## src/hw/rtl/u8u16_pkg.sv

```systemverilog
// ----------------------------------------------------------------------------
// UTF-8 to UTF-16 transcoder package
// Byte classes, constants and the per-byte result burst shared by the modules.
// ----------------------------------------------------------------------------
`default_nettype none

package u8u16_pkg;

  localparam int unsigned MaxUnits = 4;

  localparam logic [15:0] Replacement  = 16'h003F;
  localparam logic [20:0] SuppBase     = 21'h010000;
  localparam logic [15:0] HighSurrBase = 16'hD800;
  localparam logic [15:0] LowSurrBase  = 16'hDC00;

  typedef enum logic [2:0] {
    CLS_CONT,
    CLS_ASCII,
    CLS_LEAD2,
    CLS_LEAD3,
    CLS_LEAD4,
    CLS_BAD
  } byte_cls_t;

  // All code units that one input byte causes, in output order.
  typedef struct packed {
    logic [MaxUnits-1:0][15:0] units;
    logic [2:0]                count;     // 0 to 4 valid units
    logic                      str_last;  // the byte closed its string
  } burst_t;

  // Class of a byte from its five upper bits.
  function automatic byte_cls_t byte_class(input logic [4:0] top);
    byte_cls_t cls;
    priority if (top[4] == 1'b0) begin
      cls = CLS_ASCII;
    end else if (top[4:3] == 2'b10) begin
      cls = CLS_CONT;
    end else if (top[4:2] == 3'b110) begin
      cls = CLS_LEAD2;
    end else if (top[4:1] == 4'b1110) begin
      cls = CLS_LEAD3;
    end else if (top == 5'b11110) begin
      cls = CLS_LEAD4;
    end else begin
      cls = CLS_BAD;
    end
    return cls;
  endfunction

endpackage

`default_nettype wire

```

## src/hw/rtl/u8u16_decoder.sv

```systemverilog
// ----------------------------------------------------------------------------
// UTF-8 sequence decoder
// Holds the pending sequence and turns each accepted byte into a result burst.
// ----------------------------------------------------------------------------
`default_nettype none

module u8u16_decoder (
  input  wire logic              clk,
  input  wire logic              rst_n,
  input  wire logic              accept,
  input  wire logic [7:0]        in_byte,
  input  wire logic              in_last,
  output u8u16_pkg::burst_t      burst,
  output logic                   push
);

  logic [1:0]  needed_r, needed_nxt;
  logic [1:0]  collected_r, collected_nxt;
  logic [20:0] partial_r, partial_nxt;

  u8u16_pkg::byte_cls_t cls;
  logic [20:0] cont_code;
  logic [20:0] supp_off;
  logic [1:0]  cont_count;
  logic [2:0]  num_repl;
  logic        fresh_en;
  logic        tail_vld;
  logic [15:0] tail_unit;
  logic        pair_en;
  logic [15:0] high_unit;
  logic [15:0] low_unit;

  always_comb begin
    cls           = u8u16_pkg::byte_class(in_byte[7:3]);
    cont_code     = {partial_r[14:0], in_byte[5:0]};
    cont_count    = collected_r + 2'd1;
    supp_off      = cont_code - u8u16_pkg::SuppBase;
    // Code points past 0x10FFFF carry an eleventh bit into the high unit.
    high_unit     = u8u16_pkg::HighSurrBase + {5'd0, supp_off[20:10]};
    low_unit      = u8u16_pkg::LowSurrBase + {6'd0, supp_off[9:0]};
    needed_nxt    = needed_r;
    collected_nxt = collected_r;
    partial_nxt   = partial_r;
    num_repl      = 3'd0;
    fresh_en      = 1'b0;
    tail_vld      = 1'b0;
    tail_unit     = u8u16_pkg::Replacement;
    pair_en       = 1'b0;

    if (needed_r != 2'd0) begin
      if (cls == u8u16_pkg::CLS_CONT) begin
        if (cont_count >= needed_r) begin
          needed_nxt    = 2'd0;
          collected_nxt = 2'd0;
          partial_nxt   = '0;
          if (cont_code < u8u16_pkg::SuppBase) begin
            tail_vld  = 1'b1;
            tail_unit = cont_code[15:0];
          end else begin
            pair_en = 1'b1;
          end
        end else if (in_last) begin
          // Truncated at the string end: one '?' for the lead and each continuation.
          num_repl      = 3'd1 + {1'b0, cont_count};
          needed_nxt    = 2'd0;
          collected_nxt = 2'd0;
          partial_nxt   = '0;
        end else begin
          collected_nxt = cont_count;
          partial_nxt   = cont_code;
        end
      end else begin
        // Broken sequence; the breaking byte is then decoded as a fresh byte.
        num_repl      = 3'd1 + {1'b0, collected_r};
        needed_nxt    = 2'd0;
        collected_nxt = 2'd0;
        partial_nxt   = '0;
        fresh_en      = 1'b1;
      end
    end else begin
      fresh_en = 1'b1;
    end

    if (fresh_en) begin
      unique case (cls)
        u8u16_pkg::CLS_ASCII: begin
          tail_vld  = 1'b1;
          tail_unit = {8'd0, in_byte};
        end
        u8u16_pkg::CLS_LEAD2, u8u16_pkg::CLS_LEAD3, u8u16_pkg::CLS_LEAD4: begin
          if (in_last) begin
            num_repl = num_repl + 3'd1;
          end else begin
            unique case (cls)
              u8u16_pkg::CLS_LEAD2: begin
                needed_nxt  = 2'd1;
                partial_nxt = {16'd0, in_byte[4:0]};
              end
              u8u16_pkg::CLS_LEAD3: begin
                needed_nxt  = 2'd2;
                partial_nxt = {17'd0, in_byte[3:0]};
              end
              default: begin
                needed_nxt  = 2'd3;
                partial_nxt = {18'd0, in_byte[2:0]};
              end
            endcase
            collected_nxt = 2'd0;
          end
        end
        default: begin
          tail_vld  = 1'b1;
          tail_unit = u8u16_pkg::Replacement;
        end
      endcase
    end
  end

  always_comb begin
    burst.str_last = in_last;
    if (pair_en) begin
      burst.units    = '0;
      burst.units[0] = high_unit;
      burst.units[1] = low_unit;
      burst.count    = 3'd2;
    end else begin
      for (int i = 0; i < u8u16_pkg::MaxUnits; i++) begin
        burst.units[i] = (3'(i) < num_repl) ? u8u16_pkg::Replacement : tail_unit;
      end
      burst.count = num_repl + {2'd0, tail_vld};
    end
  end

  assign push = accept && (burst.count != 3'd0);

  always_ff @(posedge clk) begin
    if (!rst_n) begin
      needed_r    <= 2'd0;
      collected_r <= 2'd0;
      partial_r   <= '0;
    end else if (accept) begin
      needed_r    <= needed_nxt;
      collected_r <= collected_nxt;
      partial_r   <= partial_nxt;
    end
  end

`ifndef SYNTHESIS
  a_idle_clean: assert property (@(posedge clk) disable iff (!rst_n)
    needed_r == 2'd0 |-> collected_r == 2'd0 && partial_r == '0)
    else $error("idle decoder holds stale sequence state");

  a_collect_bound: assert property (@(posedge clk) disable iff (!rst_n)
    needed_r != 2'd0 |-> collected_r < needed_r)
    else $error("collected continuation count reached the sequence length");

  a_string_flush: assert property (@(posedge clk) disable iff (!rst_n)
    accept && in_last |=> needed_r == 2'd0)
    else $error("sequence still pending after the string end");
`endif

endmodule

`default_nettype wire

```

## src/hw/rtl/u8u16_serializer.sv

```systemverilog
// ----------------------------------------------------------------------------
// Result burst queue and serializer
// Two-entry queue of bursts; sends the units of the head burst one at a time.
// ----------------------------------------------------------------------------
`default_nettype none

module u8u16_serializer (
  input  wire logic              clk,
  input  wire logic              rst_n,
  input  wire logic              push,
  input  wire u8u16_pkg::burst_t burst,
  output logic                   full,
  output logic                   out_tvalid,
  input  wire logic              out_tready,
  output logic [15:0]            out_tdata,
  output logic [0:0]             out_tuser,
  output logic                   out_tlast
);

  u8u16_pkg::burst_t q_r [2];
  u8u16_pkg::burst_t head;
  logic       rd_ptr_r, wr_ptr_r;
  logic [1:0] cnt_r, cnt_nxt;
  logic [1:0] idx_r, idx_nxt;
  logic [1:0] last_idx;
  logic       at_last;
  logic       pop;

  assign head       = q_r[rd_ptr_r];
  assign last_idx   = 2'(head.count - 3'd1);
  assign at_last    = (idx_r == last_idx);
  assign full       = (cnt_r == 2'd2);
  assign out_tvalid = (cnt_r != 2'd0);
  assign out_tdata  = head.units[idx_r];
  assign out_tuser  = at_last;
  assign out_tlast  = at_last && head.str_last;
  assign pop        = out_tvalid && out_tready && at_last;

  always_comb begin
    cnt_nxt = cnt_r;
    unique case ({push, pop})
      2'b10:   cnt_nxt = cnt_r + 2'd1;
      2'b01:   cnt_nxt = cnt_r - 2'd1;
      default: cnt_nxt = cnt_r;
    endcase
    idx_nxt = idx_r;
    if (out_tvalid && out_tready) begin
      idx_nxt = at_last ? 2'd0 : idx_r + 2'd1;
    end
  end

  always_ff @(posedge clk) begin
    if (!rst_n) begin
      cnt_r    <= 2'd0;
      idx_r    <= 2'd0;
      rd_ptr_r <= 1'b0;
      wr_ptr_r <= 1'b0;
    end else begin
      cnt_r <= cnt_nxt;
      idx_r <= idx_nxt;
      if (pop) begin
        rd_ptr_r <= !rd_ptr_r;
      end
      if (push) begin
        wr_ptr_r <= !wr_ptr_r;
      end
    end
  end

  always_ff @(posedge clk) begin
    if (push) begin
      q_r[wr_ptr_r] <= burst;
    end
  end

`ifndef SYNTHESIS
  a_no_overflow: assert property (@(posedge clk) disable iff (!rst_n)
    push |-> cnt_r != 2'd2)
    else $error("burst written into a full queue");

  a_head_nonempty: assert property (@(posedge clk) disable iff (!rst_n)
    out_tvalid |-> head.count != 3'd0 && {1'b0, idx_r} < head.count)
    else $error("unit index outside the head burst");

  a_idx_rewind: assert property (@(posedge clk) disable iff (!rst_n)
    pop |=> idx_r == 2'd0)
    else $error("unit index not rewound after a burst");
`endif

endmodule

`default_nettype wire

```

## src/hw/rtl/utf8_to_utf16_transcoder.sv

```systemverilog
// ----------------------------------------------------------------------------
// UTF-8 to UTF-16 transcoder
// Turns a stream of UTF-8 bytes into a stream of UTF-16 code units.
// ----------------------------------------------------------------------------
// Input channel: one UTF-8 byte per transaction, in_tlast on the final byte of
// a string. Output channel: one UTF-16 code unit per transaction; out_tuser[0]
// marks the last unit caused by one input byte, out_tlast the last unit of a
// string. Bad or truncated sequences come out as '?' units.
// Each accepted byte is decoded in the cycle of its transaction; its units
// (zero to four) go as one burst into a two-entry queue, and the head burst
// feeds the output from its register. While out_tready is high the output
// sends one unit per cycle, so throughput is one byte per cycle while bytes
// give at most one unit each; a byte that gives k units takes k transfers.
// in_tready depends only on queue occupancy: it falls when two bursts wait.
// A stalled receiver holds the current unit stable and fills the queue, after
// which input stalls too. Reset clears the pending sequence and empties the
// queue; no input is lost or repeated across a stall.
// ----------------------------------------------------------------------------
`default_nettype none

module utf8_to_utf16_transcoder (
  input  wire logic        clk,
  input  wire logic        rst_n,
  input  wire logic        in_tvalid,
  output logic             in_tready,
  input  wire logic [7:0]  in_tdata,   // [7:0] byte_in
  input  wire logic        in_tlast,
  output logic             out_tvalid,
  input  wire logic        out_tready,
  output logic [15:0]      out_tdata,  // [15:0] code_unit
  output logic [0:0]       out_tuser,  // [0] run_last
  output logic             out_tlast
);

  u8u16_pkg::burst_t burst;
  logic              push;
  logic              full;
  logic              accept;

  assign in_tready = !full;
  assign accept    = in_tvalid && in_tready;

  u8u16_decoder u_decoder (
    .clk     (clk),
    .rst_n   (rst_n),
    .accept  (accept),
    .in_byte (in_tdata),
    .in_last (in_tlast),
    .burst   (burst),
    .push    (push)
  );

  u8u16_serializer u_serializer (
    .clk        (clk),
    .rst_n      (rst_n),
    .push       (push),
    .burst      (burst),
    .full       (full),
    .out_tvalid (out_tvalid),
    .out_tready (out_tready),
    .out_tdata  (out_tdata),
    .out_tuser  (out_tuser),
    .out_tlast  (out_tlast)
  );

endmodule

`default_nettype wire

```

## config.mk

```make
export PLATFORM = sky130hd
export DESIGN_NAME = utf8_to_utf16_transcoder
export DESIGN_NICKNAME = d
export VERILOG_FILES = /design/src/hw/rtl/u8u16_pkg.sv /design/src/hw/rtl/u8u16_decoder.sv /design/src/hw/rtl/u8u16_serializer.sv /design/src/hw/rtl/utf8_to_utf16_transcoder.sv
export SDC_FILE = /design/constraint.sdc
export NUM_CORES = 1
export LEC_CHECK = 0
export BUFFER_PORTS_ARGS = -buffer_cell sky130_fd_sc_hd__buf_2
export CAP_MARGIN = 20
export CORE_MARGIN = 2
export CORE_UTILIZATION = 55
export CTS_CLUSTER_SIZE = 8
export DETAILED_ROUTE_END_ITERATION = 8
export PLACE_DENSITY = 0.75
export SYNTH_ARGS = -nofsm -noshare
export SYNTH_HDL_FRONTEND = slang
export SYNTH_SLANG_ARGS = --single-unit
```

## constraint.sdc

```tcl
create_clock -name clk -period 10.66 [get_ports clk]
set_input_delay 3.198 -clock clk [delete_from_list [all_inputs] [get_ports clk]]
set_output_delay 3.198 -clock clk [all_outputs]
set_load 0.005 [all_outputs]
```

; ---- Word level (Yosys, flattened, before mapping)
; Memories as Yosys holds them, arrays and structs flattened. A register that Yosys moved wholly into a read port is not among the register bits.
; Cells that the tools add are included.
[word_totals]
reg_bits = 31
ramBits = 136
output_inout_bits = 20
word_cells = 119
mem_count = 1
[op_classes]
add_sub_neg = 12
n_lt_le_gt_ge = 7
n_eq_ne = 12
mux = 66
n_reduce_logical = 14
[memory_table]
columns = name, words, word_bits, rd, rd_clocked_by_memory_dff, wr, line
row1 = u_serializer.q_r, 2, 68, 1, 1, 1, u8u16_serializer.sv:20  ; u8u16_pkg::burst_t q_r [2];
[op_table]
columns = op, count
row1 = $mux W16, 10
row2 = $mux W21, 7
row3 = $mux W67, 1
row4 = $mux W3, 11
row5 = $bmux W16 S2, 1
row6 = $pmux W16 S2, 1
row7 = $mux W2, 15
row8 = $lt A21 B17 Y1 const B, 1
row9 = $sub A21 B17 Y21 const B, 1
row10 = $mux W1, 17
row11 = $add A15 B11 Y16 const A, 1
row12 = $add A15 B12 Y16 const A, 1
row13 = $pmux W5 S2, 1
row14 = $pmux W2 S2, 2
row15 = $add A1 B2 Y3 const A, 2
row16 = $add A2 B1 Y2 const B, 3
row17 = $eq A2 B2 Y1 const B, 3
row18 = $eq A3 B2 Y1 const B, 2
row19 = $eq A3 B3 Y1 const B, 2
row20 = $lt A1 B3 Y1 const A, 2
row21 = $lt A2 B3 Y1 const A, 2
row22 = $reduce_bool A2 Y1, 3
row23 = $eq A5 B5 Y1 const B, 1
row24 = $logic_and A1 B1 Y1, 5
row25 = other kinds (13), 16

; ---- Longest topological paths before layout
; Gate-level depths: netlist (run 1).
[depth]
depth_word = 20
ltp_mapped = 17
mapped_depth_nobuf = 17

; ---- Cells and area by module
; A second synthesis (run 1) with hierarchy kept.
[unflattened]
hier_cells = 475
hier_area_um2 = 7204.4
[modules_own_cells]
columns = mod, n_inst, cells_each, area_per_inst_um2, seq_area_each_um2
row1 = u8u16_serializer, 1, 239, 5410.2, 4164.0
row2 = u8u16_decoder, 1, 234, 1784.2, 380.4
row3 = utf8_to_utf16_transcoder, 1, 2, 10.0, 0.0

; ---- Worst setup path after synthesis (run 1)
; No wires, ideal clock.
[synth_path]
kind = input to register
startpoint = input port in_tdata[6]
endpoint = memory u_serializer.q_r[0][0] in the netlist's numbering, enable pin
setup_ps = 613
arrival_ps = 10138
required_time_ps = 10047
setup_slack_ps = -92
path_stages = 9
path_cell_list = nor3b_1 mux2i_1 nor2b_1 ha_1 nand3_1 nand3_1 ha_1 xnor2_1 a311oi_1
[synth_between]
elab_chain_len = 19
elab_cells_between_ends = 34
cone_classes = 2 x add/sub / 7 x eq/ne / 21 x mux / 4 x reduce/logical
[synth_lines]
columns = element, line
row1 = start: declaration, utf8_to_utf16_transcoder.sv:26  ; input wire logic [7:0] in_tdata,
row2 = $eq A5 B5 Y1, u8u16_pkg.sv:43  ; end else if (top == 5'b11110) begin
row3 = $mux W1, u8u16_pkg.sv:43
row4 = $mux W3, u8u16_pkg.sv:41  ; end else if (top[4:1] == 4'b1110) begin
row5 = $mux W3, u8u16_pkg.sv:39  ; end else if (top[4:2] == 3'b110) begin
row6 = $mux W3 *, u8u16_pkg.sv:37  ; end else if (top[4:3] == 2'b10) begin
row7 = $mux W3 *, u8u16_pkg.sv:35  ; priority if (top[4] == 1'b0) begin
row8 = $logic_not A3 Y1, u8u16_decoder.sv:51  ; if (cls == u8u16_pkg::CLS_CONT) begin
row9 = $mux W3, u8u16_decoder.sv:51
row10 = [3 not listed], n/a
row11 = $mux W3, u8u16_decoder.sv:85  ; unique case (cls)
row12 = $mux W3, u8u16_decoder.sv:84  ; if (fresh_en) begin
row13 = $add A3 B1 Y3, u8u16_decoder.sv:130  ; burst.count = num_repl + {2'd0, tail_vld};
row14 = $mux W67 *, u8u16_decoder.sv:121  ; if (pair_en) begin
row15 = $reduce_bool A3 Y1 *, u8u16_decoder.sv:134  ; assign push = accept && (burst.count != 3'd0);
row16 = $logic_and A1 B1 Y1 *, u8u16_decoder.sv:134
row17 = $mux W1 *, u8u16_serializer.sv:71  ; if (push) begin
row18 = $mux W1 (implied by the code) *, u8u16_serializer.sv:72  ; q_r[wr_ptr_r] <= burst;
row19 = end: declaration, u8u16_serializer.sv:20
; Mark *: on every way between the ends. The rest lies on a longest branch, timed or not.

; ---- Final worst setup path (run 1)
[layout_path]
startpoint = input port in_tdata[7]
endpoint = memory u_serializer.q_r[1][7] in the netlist's numbering, enable pin
[layout_between]
elab_chain_len = 19
elab_cells_between_ends = 34
cone_classes = 2 x add/sub / 7 x eq/ne / 21 x mux / 4 x reduce/logical
[layout_lines]
columns = element, line
row1 = $eq A5 B5 Y1, u8u16_pkg.sv:43
row2 = $mux W1, u8u16_pkg.sv:43
row3 = $mux W3, u8u16_pkg.sv:41
row4 = $mux W3, u8u16_pkg.sv:39
row5 = $mux W3, u8u16_pkg.sv:37
row6 = $mux W3 *, u8u16_pkg.sv:35
row7 = $logic_not A3 Y1, u8u16_decoder.sv:51
row8 = $mux W3, u8u16_decoder.sv:51
row9 = [3 not listed], n/a
row10 = $mux W3, u8u16_decoder.sv:85
row11 = $mux W3, u8u16_decoder.sv:84
row12 = $add A3 B1 Y3, u8u16_decoder.sv:130
row13 = $mux W67 *, u8u16_decoder.sv:121
row14 = $reduce_bool A3 Y1 *, u8u16_decoder.sv:134
row15 = $logic_and A1 B1 Y1 *, u8u16_decoder.sv:134
row16 = $mux W1 *, u8u16_serializer.sv:71
row17 = $mux W1 (implied by the code) *, u8u16_serializer.sv:72
; Marks and branches as above.

==> results of run 1 <==
[sequential cells by signal, summed over array words and instances, names as in the netlist, named ones only]
| register | flops |
|---|---|
| u_decoder.partial_r | 15 |
| u_serializer.rd_ptr_r | 1 |
| u_decoder.needed_r | 2 |
| u_serializer.q_r | 134 |
| u_serializer.idx_r | 2 |
| u_serializer.cnt_r | 2 |
| u_serializer.wr_ptr_r | 1 |
| u_decoder.collected_r | 2 |
[per-stage QoR]
stage                     worst slack [ps]  total power (uW)  utilization [%]
after CTS                             4500              1530             63.9
final                                 4450              1530             64.2
after global placement                4190               954             59.4
after floorplan                       1740               903                -
after global routing                  4150              1580             64.2
after detailed placement              4060               961             59.4
[cells in the mapped netlist, drive strengths merged, types with 2 or more instances]
library cell and n:
a2111oi 2, a211o 2, a21oi 16, a22oi 11
a31o 2, a31oi 3, and2 16, and3 5
buf 10, clkbuf 14, dfxtp 26, edfxtp 134
ha 9, inv 22, mux2 16, mux2i 8
mux4 32, nand2 42, nand2b 16, nand3 8
nand4 2, nand4b 3, nor2 29, nor2b 3
nor3 6, nor4 2, o2111ai 2, o21a 7
o21ai 11, o21bai 4, o22ai 9, or2 3
or4 2, xnor2 5, xor2 2
[cell families (layout without fill, tap and decap cells)]
group                      count (synthesis)  count (layout)
AOI/OAI and AO/OA                         77              77
and+or+nand+nor                          140             140
buffers and inverters                     46              95
adders and majority gates                  9               9
muxes                                     56              56
DFF                                      160             160
xor gates and xnor gates                   7               7
[worst max-delay path, cell delays in order]
cell and delay [ps]:
buf_2 160, nor2b_1 250, nand2_1 180, nor3_2 660, o21bai_1 210, ha_1 170
ha_1 240, xnor2_1 200, a31oi_4 190, buf_4 700
[final cells by class]
| class | count | area (sq um) |
|---|---|---|
| Timing Repair Buffer | 41 | 248 |
| Fill cell | 920 | 4540 |
| Inverter | 22 | 82.6 |
| Multi-Input combinational cell | 289 | 2480 |
| Tap cell | 172 | 215 |
| Clock buffer | 21 | 450 |
| Sequential cell | 160 | 4550 |
| Clock inverter | 11 | 115 |
[layer usage]
| metal | track usage (%) | routed length [microns] | vias up |
|---|---|---|---|
| met3 | 5.12 | 778 | 27 |
| li1 | - | - | 1969 |
| met2 | 34.8 | 7120 | 163 |
| met5 | 0 | 0 | - |
| met1 | 26.6 | 5900 | 2119 |
| met4 | 10.0 | 317 | 0 |
[power breakdown]
group / total, uW / switching (uW) / leakage [uW] / internal (uW)
Sequential: 752 / 17.4 / 0.00149 / 734
Clock: 578 / 230 / 0.000269 / 348
Combinational: 196 / 105 / 0.00114 / 91.1
Total: 1530 / 352 / 0.00290 / 1170
[final timing paths]
| path | from | endpoint | slack (ps) | depth (start not counted) |
|---|---|---|---|---|
| max reg2reg | u_decoder.collected_r[0] | u_serializer.q_r[1][7] | 6060 | 14 |
| min reg2reg | u_serializer.rd_ptr_r | flop | 480 | 2 |
| max | in_tdata[7] | u_serializer.q_r[1][7] | 4450 | 10 |
| min | u_serializer.rd_ptr_r | flop | 480 | 2 |
==> results.json, run 1 <==
{
  "outcome": "complete, no violations",
  "cts.clk_slew.worst_paths_ps": 60,
  "start_util_pct": 56.6,
  "io_buffers": 32,
  "grt-ovfl-total": 0,
  "worst_hold_slack_ps": 476,
  "die_x_microns": 118,
  "async_reset_ff_share_pct": 0,
  "hold_buffers": 0,
  "synth_edf_count": 134,
  "p_leak_uw": 0.00290,
  "yosysWarnings": 0,
  "antenna_found_initial": 0,
  "start_kind": "input pin",
  "synth_top_family_by_area": "multiplexers",
  "layout_common_cells": "edfxtp_1 (134), nand2_1 (42), mux4_2 (32), buf_2 (32), nor2_1 (28)",
  "wl_per_cell_microns": 19.7,
  "clkSinkCount": 160,
  "avgSynthCellArea_sq_um": 14.5,
  "critPathMaxFanout": 67,
  "synth_compound_area_share_pct": 8.02,
  "powerDensity_mw_per_mm2": 188,
  "arrival_ps": 6250,
  "synth_top_area_share_pct": 56.1,
  "syn_area_sq_mm": 0.00717,
  "relSlewSlack_pct": 39.8,
  "ys_types": 58,
  "dr.pass1.iters": 5,
  "max_clock_freq_mhz": 161,
  "die-height_microns": 118,
  "drtIter0Drc": 491,
  "final_common_cell": "edfxtp_1",
  "core_sq_mm": 0.0127,
  "place_inst": 682,
  "skew_ps": 7.18,
  "rsz0062_at_grt": "false",
  "post_cts_buffers": 0,
  "route.detailed.drc": 0,
  "hold_path_class": "flop to flop",
  "drive_above_1_share_pct": 24.4,
  "crit_required_ps": 10710,
  "wl_microns": 14100,
  "num_vias": 4278,
  "setup_viol": 0,
  "synth_flop_cell": "edfxtp_1",
  "fin_crit_sh_pct": 58.2,
  "nNetsFinal": 553,
  "cts_buffers": 17,
  "cts_tree": "built",
  "finalWeightedCongestion": 0.904,
  "synth_xor_area_share_pct": 0.855,
  "avgViaCountPerCell": 5.97,
  "cts_root_buf": "clkbuf_16",
  "timing.final.hold_violations": 0,
  "rows": 41,
  "io_pins": 33,
  "area_growth_pct": 13.4,
  "num_antenna_cells": 0,
  "design.die.area_sq_mm": 0.0140,
  "worst_pin_slew_ps": 903,
  "yosys_register_bits": 160,
  "final_area_sq_mm": 0.00813,
  "clockBufferDepth": 2,
  "ant_nets": 0,
  "final_cells": 716,
  "dpl_cell_area_sq_mm": 0.00753,
  "synth_fa_ha_area_share_pct": 1.57,
  "ir_drop_uv": 91.6,
  "syn_nets": 517,
  "yosys.area_share.simple_pct": 9.94,
  "htreeDepth": 4,
  "synth-seq-area-share_pct": 63.3,
  "fin_tns_setup_ps": 0,
  "slew_violations": 0,
  "critPathCaptureType": "flop",
  "synth_top_cell_by_area": "edfxtp_1",
  "synth_top_cells_by_area": "edfxtp_1 (56%), mux4_2 (10%), dfxtp_1 (7.3%), mux2_2 (2.5%), nand2_1 (2.2%)",
  "grt_pass1_wl_microns": 22400,
  "grt_max_degree": 68,
  "synthMuxAreaShare_pct": 13.7,
  "synthCells": 495,
  "grt_pass1_vias": 4360,
  "dpl.hpwl_microns": 8900,
  "cap_violations": 0,
  "track_usage_pct": 21.2,
  "cts_resized": 0,
  "period_minus_slack_ps": 6210,
  "clk_latency_ps": 420,
  "crit_type": "input pin to flop"
}
Note: power is estimated with default switching activity, not from simulation.
==> inputs of run 2 (changes only) <==
--- a/config.mk
+++ b/config.mk
@@ -5,6 +5,7 @@
 export SDC_FILE = /design/constraint.sdc
 export NUM_CORES = 1
 export LEC_CHECK = 0
+export ABC_AREA = 1
 export BUFFER_PORTS_ARGS = -buffer_cell sky130_fd_sc_hd__buf_2
 export CAP_MARGIN = 20
 export CORE_MARGIN = 2
==> constraint.sdc (replaced) <==
create_clock -name clk -period 5.2 [get_ports clk]
set_input_delay 1.56 -clock clk [delete_from_list [all_inputs] [get_ports clk]]
set_output_delay 1.56 -clock clk [all_outputs]
set_load 0.005 [all_outputs]
==> results.json, run 2 <==
{
  "place_inst": 918,
  "postLayoutCoreUtil_pct": 62.9,
  "crit_type": "flop to flop",
  "yosys_register_bits": 160,
  "outcome": "complete, no violations",
  "ant_nets": 0,
  "syn_area_sq_mm": 0.00730,
  "p_leak_uw": 0.00315,
  "synth_top_cells_by_area": "edfxtp_1 (55%), nor2_1 (8.0%), dfxtp_1 (7.1%), o21ai_0 (5.9%), nand2_1 (4.5%)",
  "synth_top_cell_by_area": "edfxtp_1",
  "finalWeightedCongestion": 0.944,
  "die_x_microns": 119,
  "cts_buffers": 17,
  "slew_violations": 0,
  "cap_violations": 0,
  "setup_viol": 0,
  "final_cells": 950,
  "startpoint": "u_decoder.collected_r[0]",
  "fin_tns_setup_ps": 0,
  "period_minus_slack_ps": 4400,
  "critPathCaptureType": "flop",
  "synth_flop_cell": "edfxtp_1",
  "ys_types": 42,
  "rsz0062_at_grt": "false",
  "area_growth_pct": 12.6,
  "grt_pass1_vias": 5198,
  "clockBufferDepth": 2,
  "hold_buffers": 0,
  "synthCells": 733,
  "yosysWarnings": 0,
  "async_reset_ff_share_pct": 0,
  "synth_edf_count": 134,
  "die-height_microns": 119,
  "track_usage_pct": 23.3,
  "io_buffers": 32,
  "synth-seq-area-share_pct": 62.2,
  "cts.clk_slew.worst_paths_ps": 60,
  "rows": 42,
  "cts_resized": 0,
  "clkSinkCount": 160,
  "dpl_cell_area_sq_mm": 0.00764,
  "avgSynthCellArea_sq_um": 9.96,
  "core_sq_mm": 0.0131,
  "largestRegisters": "u_serializer.q_r: 134 flops, u_decoder.partial_r: 15 flops",
  "synth_top_area_share_pct": 55.1,
  "ys_top_cells_by_count": "nor2_1 (155), edfxtp_1 (134), nand2_1 (87)",
  "nNetsFinal": 783,
  "dpl.hpwl_microns": 10300,
  "ir_drop_uv": 265,
  "powerDensity_mw_per_mm2": 403,
  "crit_required_ps": 5500,
  "timing.final.hold_violations": 0,
  "arrival_ps": 4700,
  "drtIter0Drc": 525,
  "final_common_cell": "nor2_1",
  "slowest_delay_ps": 430,
  "worst_pin_slew_ps": 831,
  "post_cts_buffers": 0,
  "grt_max_degree": 68,
  "hold_start": "u_decoder.partial_r[3]",
  "cts_root_buf": "clkbuf_16",
  "fin_crit_sh_pct": 84.6,
  "crit_family": "adder cells",
  "design.die.area_sq_mm": 0.0142,
  "max_clock_freq_mhz": 227,
  "wl_microns": 15900,
  "cp.buffers_inverters": 5,
  "hold_path_class": "flop to flop",
  "p_total_uw": 3320,
  "wl_per_cell_microns": 16.7,
  "yosysMostFrequentCell": "nor2_1",
  "avgViaCountPerCell": 5.67,
  "grt_pass1_wl_microns": 25800,
  "critPathMaxFanout": 14,
  "antenna_found_initial": 0,
  "num_vias": 5388,
  "skew_ps": 8.64,
  "num_antenna_cells": 0,
  "route.detailed.drc": 0,
  "drive_above_1_share_pct": 13.3,
  "start_kind": "flop",
  "reg2reg_from": "u_decoder.collected_r[0]",
  "final_area_sq_mm": 0.00823,
  "layout_common_cells": "nor2_1 (154), edfxtp_1 (134), nand2_1 (87)",
  "htreeDepth": 4,
  "start_util_pct": 55.8,
  "io_pins": 33,
  "crit_chain": "inv_1 -> ha_1 -> inv_1 -> ha_1 -> nand2_1 -> nand2_1 -> o31ai_1 -> nand2_1 -> inv_1 -> ha_1 -> or2_1 -> nand2_2 -> inv_1 -> ha_1 -> inv_1 -> nand2_2 -> nor2_2 -> nand3_2 -> nand2_1 -> ha_1 -> a21oi_1 -> o21ai_0 -> o21ai_0 -> a21oi_1",
  "largest_register": "u_serializer.q_r",
  "dr.pass1.iters": 5,
  "syn_nets": 755,
  "relSlewSlack_pct": 44.6,
  "grt-ovfl-total": 0,
  "largest_reg_flops": 134,
  "cts_tree": "built",
  "slowest_stage": "dfxtp_1",
  "clk_latency_ps": 420
}
-- run 2: cell count changes in the layout (fill, tap and decap cells not counted), moves of 24 or more --
cell,delta
o21ai_0,+76
nand2_1,+45
inv_1,+39
nor2_1,+126
mux4_2,-32
a21oi_1,+24
-- run 2: final cells by class --
type,instances,area (sq um)
Clock buffer,26,543
Tap cell,176,220
Inverter,71,272
Fill cell,993,4860
Clock inverter,6,40.0
Sequential cell,160,4550
Timing Repair Buffer,42,260
Multi-Input combinational cell,469,2340
-- run 2: final timing paths --
path / depth (start not counted) / slack [ps] / end
worst max-delay path: 24 / 800 / u_serializer.cnt_r[1]
worst min-delay path: 2 / 490 / u_decoder.partial_r[9]
worst max register to register: 24 / 800 / u_serializer.cnt_r[1]
worst min register to register: 2 / 490 / u_decoder.partial_r[9]
-- run 2: cell families after synthesis --
logic type	synth area share, %
AND/OR/NAND/NOR	16.6
buffers and inverters	5.77
multiplexers	0.137
flip-flops	62.2
adder cells (fa/ha/maj)	1.54
AO/OA/AOI/OAI	13.2
XOR/XNOR	0.600
-- run 2: where the power goes --
group / leakage, uW / switching, uW / internal (uW)
sequential: 0.00148 / 46.1 / 1520
clock: 0.000291 / 475 / 724
combinational: 0.00138 / 366 / 184
-- run 2: stage by stage --
stage	setup slack, ps	hold WS, ps
4_1_cts	806	487
2_1_floorplan	73.7	444
6_report	799	486
3_3_place_gp	635	456
3_5_place_dp	502	479
5_1_grt	478	496
-- run 2: layer usage --
metal / routed length (microns) / up-vias / GRT usage (%)
li1: - / 2572 / -
met1: 6400 / 2545 / 31.0
met2: 7870 / 238 / 38.9
met3: 1310 / 33 / 4.31
met4: 319 / 0 / 7.89
met5: 0 / - / 0
-- run 2: tightest hold or removal path: stages, from the launching register on --
cell and delay (ps):
dfxtp_1 310, nand2_1 60, a21oi_1 60
==> inputs of run 3 (changes only) <==
==> constraint.sdc (replaced) <==
create_clock -name clk -period 3.97 [get_ports clk]
set_input_delay 1.191 -clock clk [delete_from_list [all_inputs] [get_ports clk]]
set_output_delay 1.191 -clock clk [all_outputs]
set_load 0.005 [all_outputs]
==> results.json, run 3 (synthesis results as in run 2) <==
{
  "outcome": "complete, no violations",
  "ant_nets": 0,
  "finalWeightedCongestion": 0.901,
  "track_usage_pct": 24.2,
  "num_antenna_cells": 0,
  "cts_tree": "built",
  "final_cells": 960,
  "largestRegisters": "u_serializer.q_r: 134 flops, u_decoder.partial_r: 15 flops",
  "cp.buffers_inverters": 7,
  "hold_buffers": 0,
  "clk_latency_ps": 420,
  "cts.clk_slew.worst_paths_ps": 60,
  "avgViaCountPerCell": 5.65,
  "rows": 42,
  "timing.final.hold_violations": 0,
  "period_minus_slack_ps": 3830,
  "grt-ovfl-total": 0,
  "cap_violations": 0,
  "start_util_pct": 55.8,
  "drive_above_1_share_pct": 16.3,
  "start_kind": "flop",
  "dpl.hpwl_microns": 10800,
  "cts_root_buf": "clkbuf_16",
  "drtIter0Drc": 491,
  "clkSinkCount": 160,
  "critPathCaptureType": "flop",
  "skew_ps": 4.19,
  "route.detailed.drc": 0,
  "grt_pass1_vias": 5405,
  "wl_microns": 16600,
  "crit_family": "simple AND/OR/NAND/NOR gates",
  "arrival_ps": 4020,
  "die_x_microns": 119,
  "final_common_cell": "nor2_1",
  "nNetsFinal": 793,
  "dr.pass1.iters": 5,
  "antenna_found_initial": 0,
  "layout_common_cells": "nor2_1 (154), edfxtp_1 (134), nand2_1 (84), o21ai_0 (84), inv_1 (58)",
  "slowest_stage": "dfxtp_4",
  "wl_per_cell_microns": 17.2,
  "largest_register": "u_serializer.q_r",
  "place_inst": 928,
  "die-height_microns": 119,
  "area_growth_pct": 15.8,
  "crit_chain": "inv_1 -> ha_4 -> inv_1 -> ha_1 -> nand2_2 -> nand2_4 -> o31ai_1 -> nand3_1 -> inv_1 -> ha_1 -> or2_1 -> nand2_2 -> inv_2 -> ha_4 -> inv_2 -> nand2_2 -> nor2_2 -> nand3_2 -> nand3_2 -> clkinvlp_4 -> buf_12",
  "ir_drop_uv": 319,
  "crit_type": "flop to flop",
  "clockBufferDepth": 2,
  "max_clock_freq_mhz": 261,
  "postLayoutCoreUtil_pct": 64.6,
  "cts_buffers": 17,
  "core_sq_mm": 0.0131,
  "powerDensity_mw_per_mm2": 532,
  "fin_tns_setup_ps": 0,
  "setup_viol": 0,
  "p_total_uw": 4500,
  "dp_slack_ps": -1.86,
  "fillerInstances": 963,
  "largest_reg_flops": 134,
  "critPathMaxFanout": 21,
  "path_depth": 21,
  "io_pins": 33,
  "hold_path_class": "flop to flop",
  "worst_pin_slew_ps": 737,
  "reg2reg_depth": 21,
  "relSlewSlack_pct": 50.5,
  "grt_pass1_wl_microns": 26400,
  "hold_depth": 2,
  "design.die.area_sq_mm": 0.0142,
  "crit_required_ps": 4150,
  "num_vias": 5422,
  "fin_crit_sh_pct": 96.6,
  "slew_violations": 0,
  "final.setup.worst_slack_ps": 136,
  "htreeDepth": 4,
  "p_leak_uw": 0.00323,
  "io_buffers": 32,
  "grt_max_degree": 65,
  "slowest_delay_ps": 380
}
## run 3: changes by cell type in the layout (fill, tap and decap cells not counted), moves of 3 or more
cell,before,now
buf_4,8,15
buf_12,2,5
clkbuf_1,4,1
inv_1,61,58
nand2_1,87,84
## run 3: worst reg2reg max path, delay by kind of cell, from the launching register on
kind	cells	cell delay, ps
AOI/OAI and AO/OA	1	250
buffers and inverters	7	880
DFF	1	380
and+or+nand+nor	9	1050
adders and majority gates	4	1020
## run 3: final timing paths
check                            from                       to  slack [ps]
min reg2reg     u_decoder.needed_r[1]    u_decoder.needed_r[1]         480
max          u_decoder.collected_r[0]  u_serializer.q_r[1][20]         140
min             u_decoder.needed_r[1]    u_decoder.needed_r[1]         480
max reg2reg  u_decoder.collected_r[0]  u_serializer.q_r[1][20]         140
## run 3: power breakdown
| group | total (uW) | internal [uW] | switching, uW |
|---|---|---|---|
| logic | 778 | 269 | 509 |
| registers | 2040 | 1990 | 50.3 |
| clock network | 1680 | 1030 | 649 |
| total | 4500 | 3290 | 1210 |
## run 3: routing by layer
layer	GRT usage, %	share of wire (%)	up-vias
li1	-	-	2597
met1	30.3	41	2565
met2	40.1	49	227
met3	5.89	7.2	33
met4	10.5	2.3	0
met5	0	0	-
## run 3: cell type report
type	count	area, sq um	share of cell area, %
sequential	160	4550	53.8
multi-input combinational	469	2400	28.3
clock buffer	25	582	6.88
timing repair buffer	52	373	4.41
inverter	71	288	3.40
tap	176	220	2.60
clock inverter	7	51.3	0.606
## run 3: through the flow
step                      cell area, sq um  hold slack, ps
after floorplan                       7360             444
after global placement                7800             458
after detailed placement              7800             472
after CTS                             8440             476
after global routing                  8460             498
final                                 8460             478
## run 3: timing repair
action                     in CTS  in global routing
setup buffers                   0                  0
setup endpoints to repair       0                127
resized for setup               0                  6
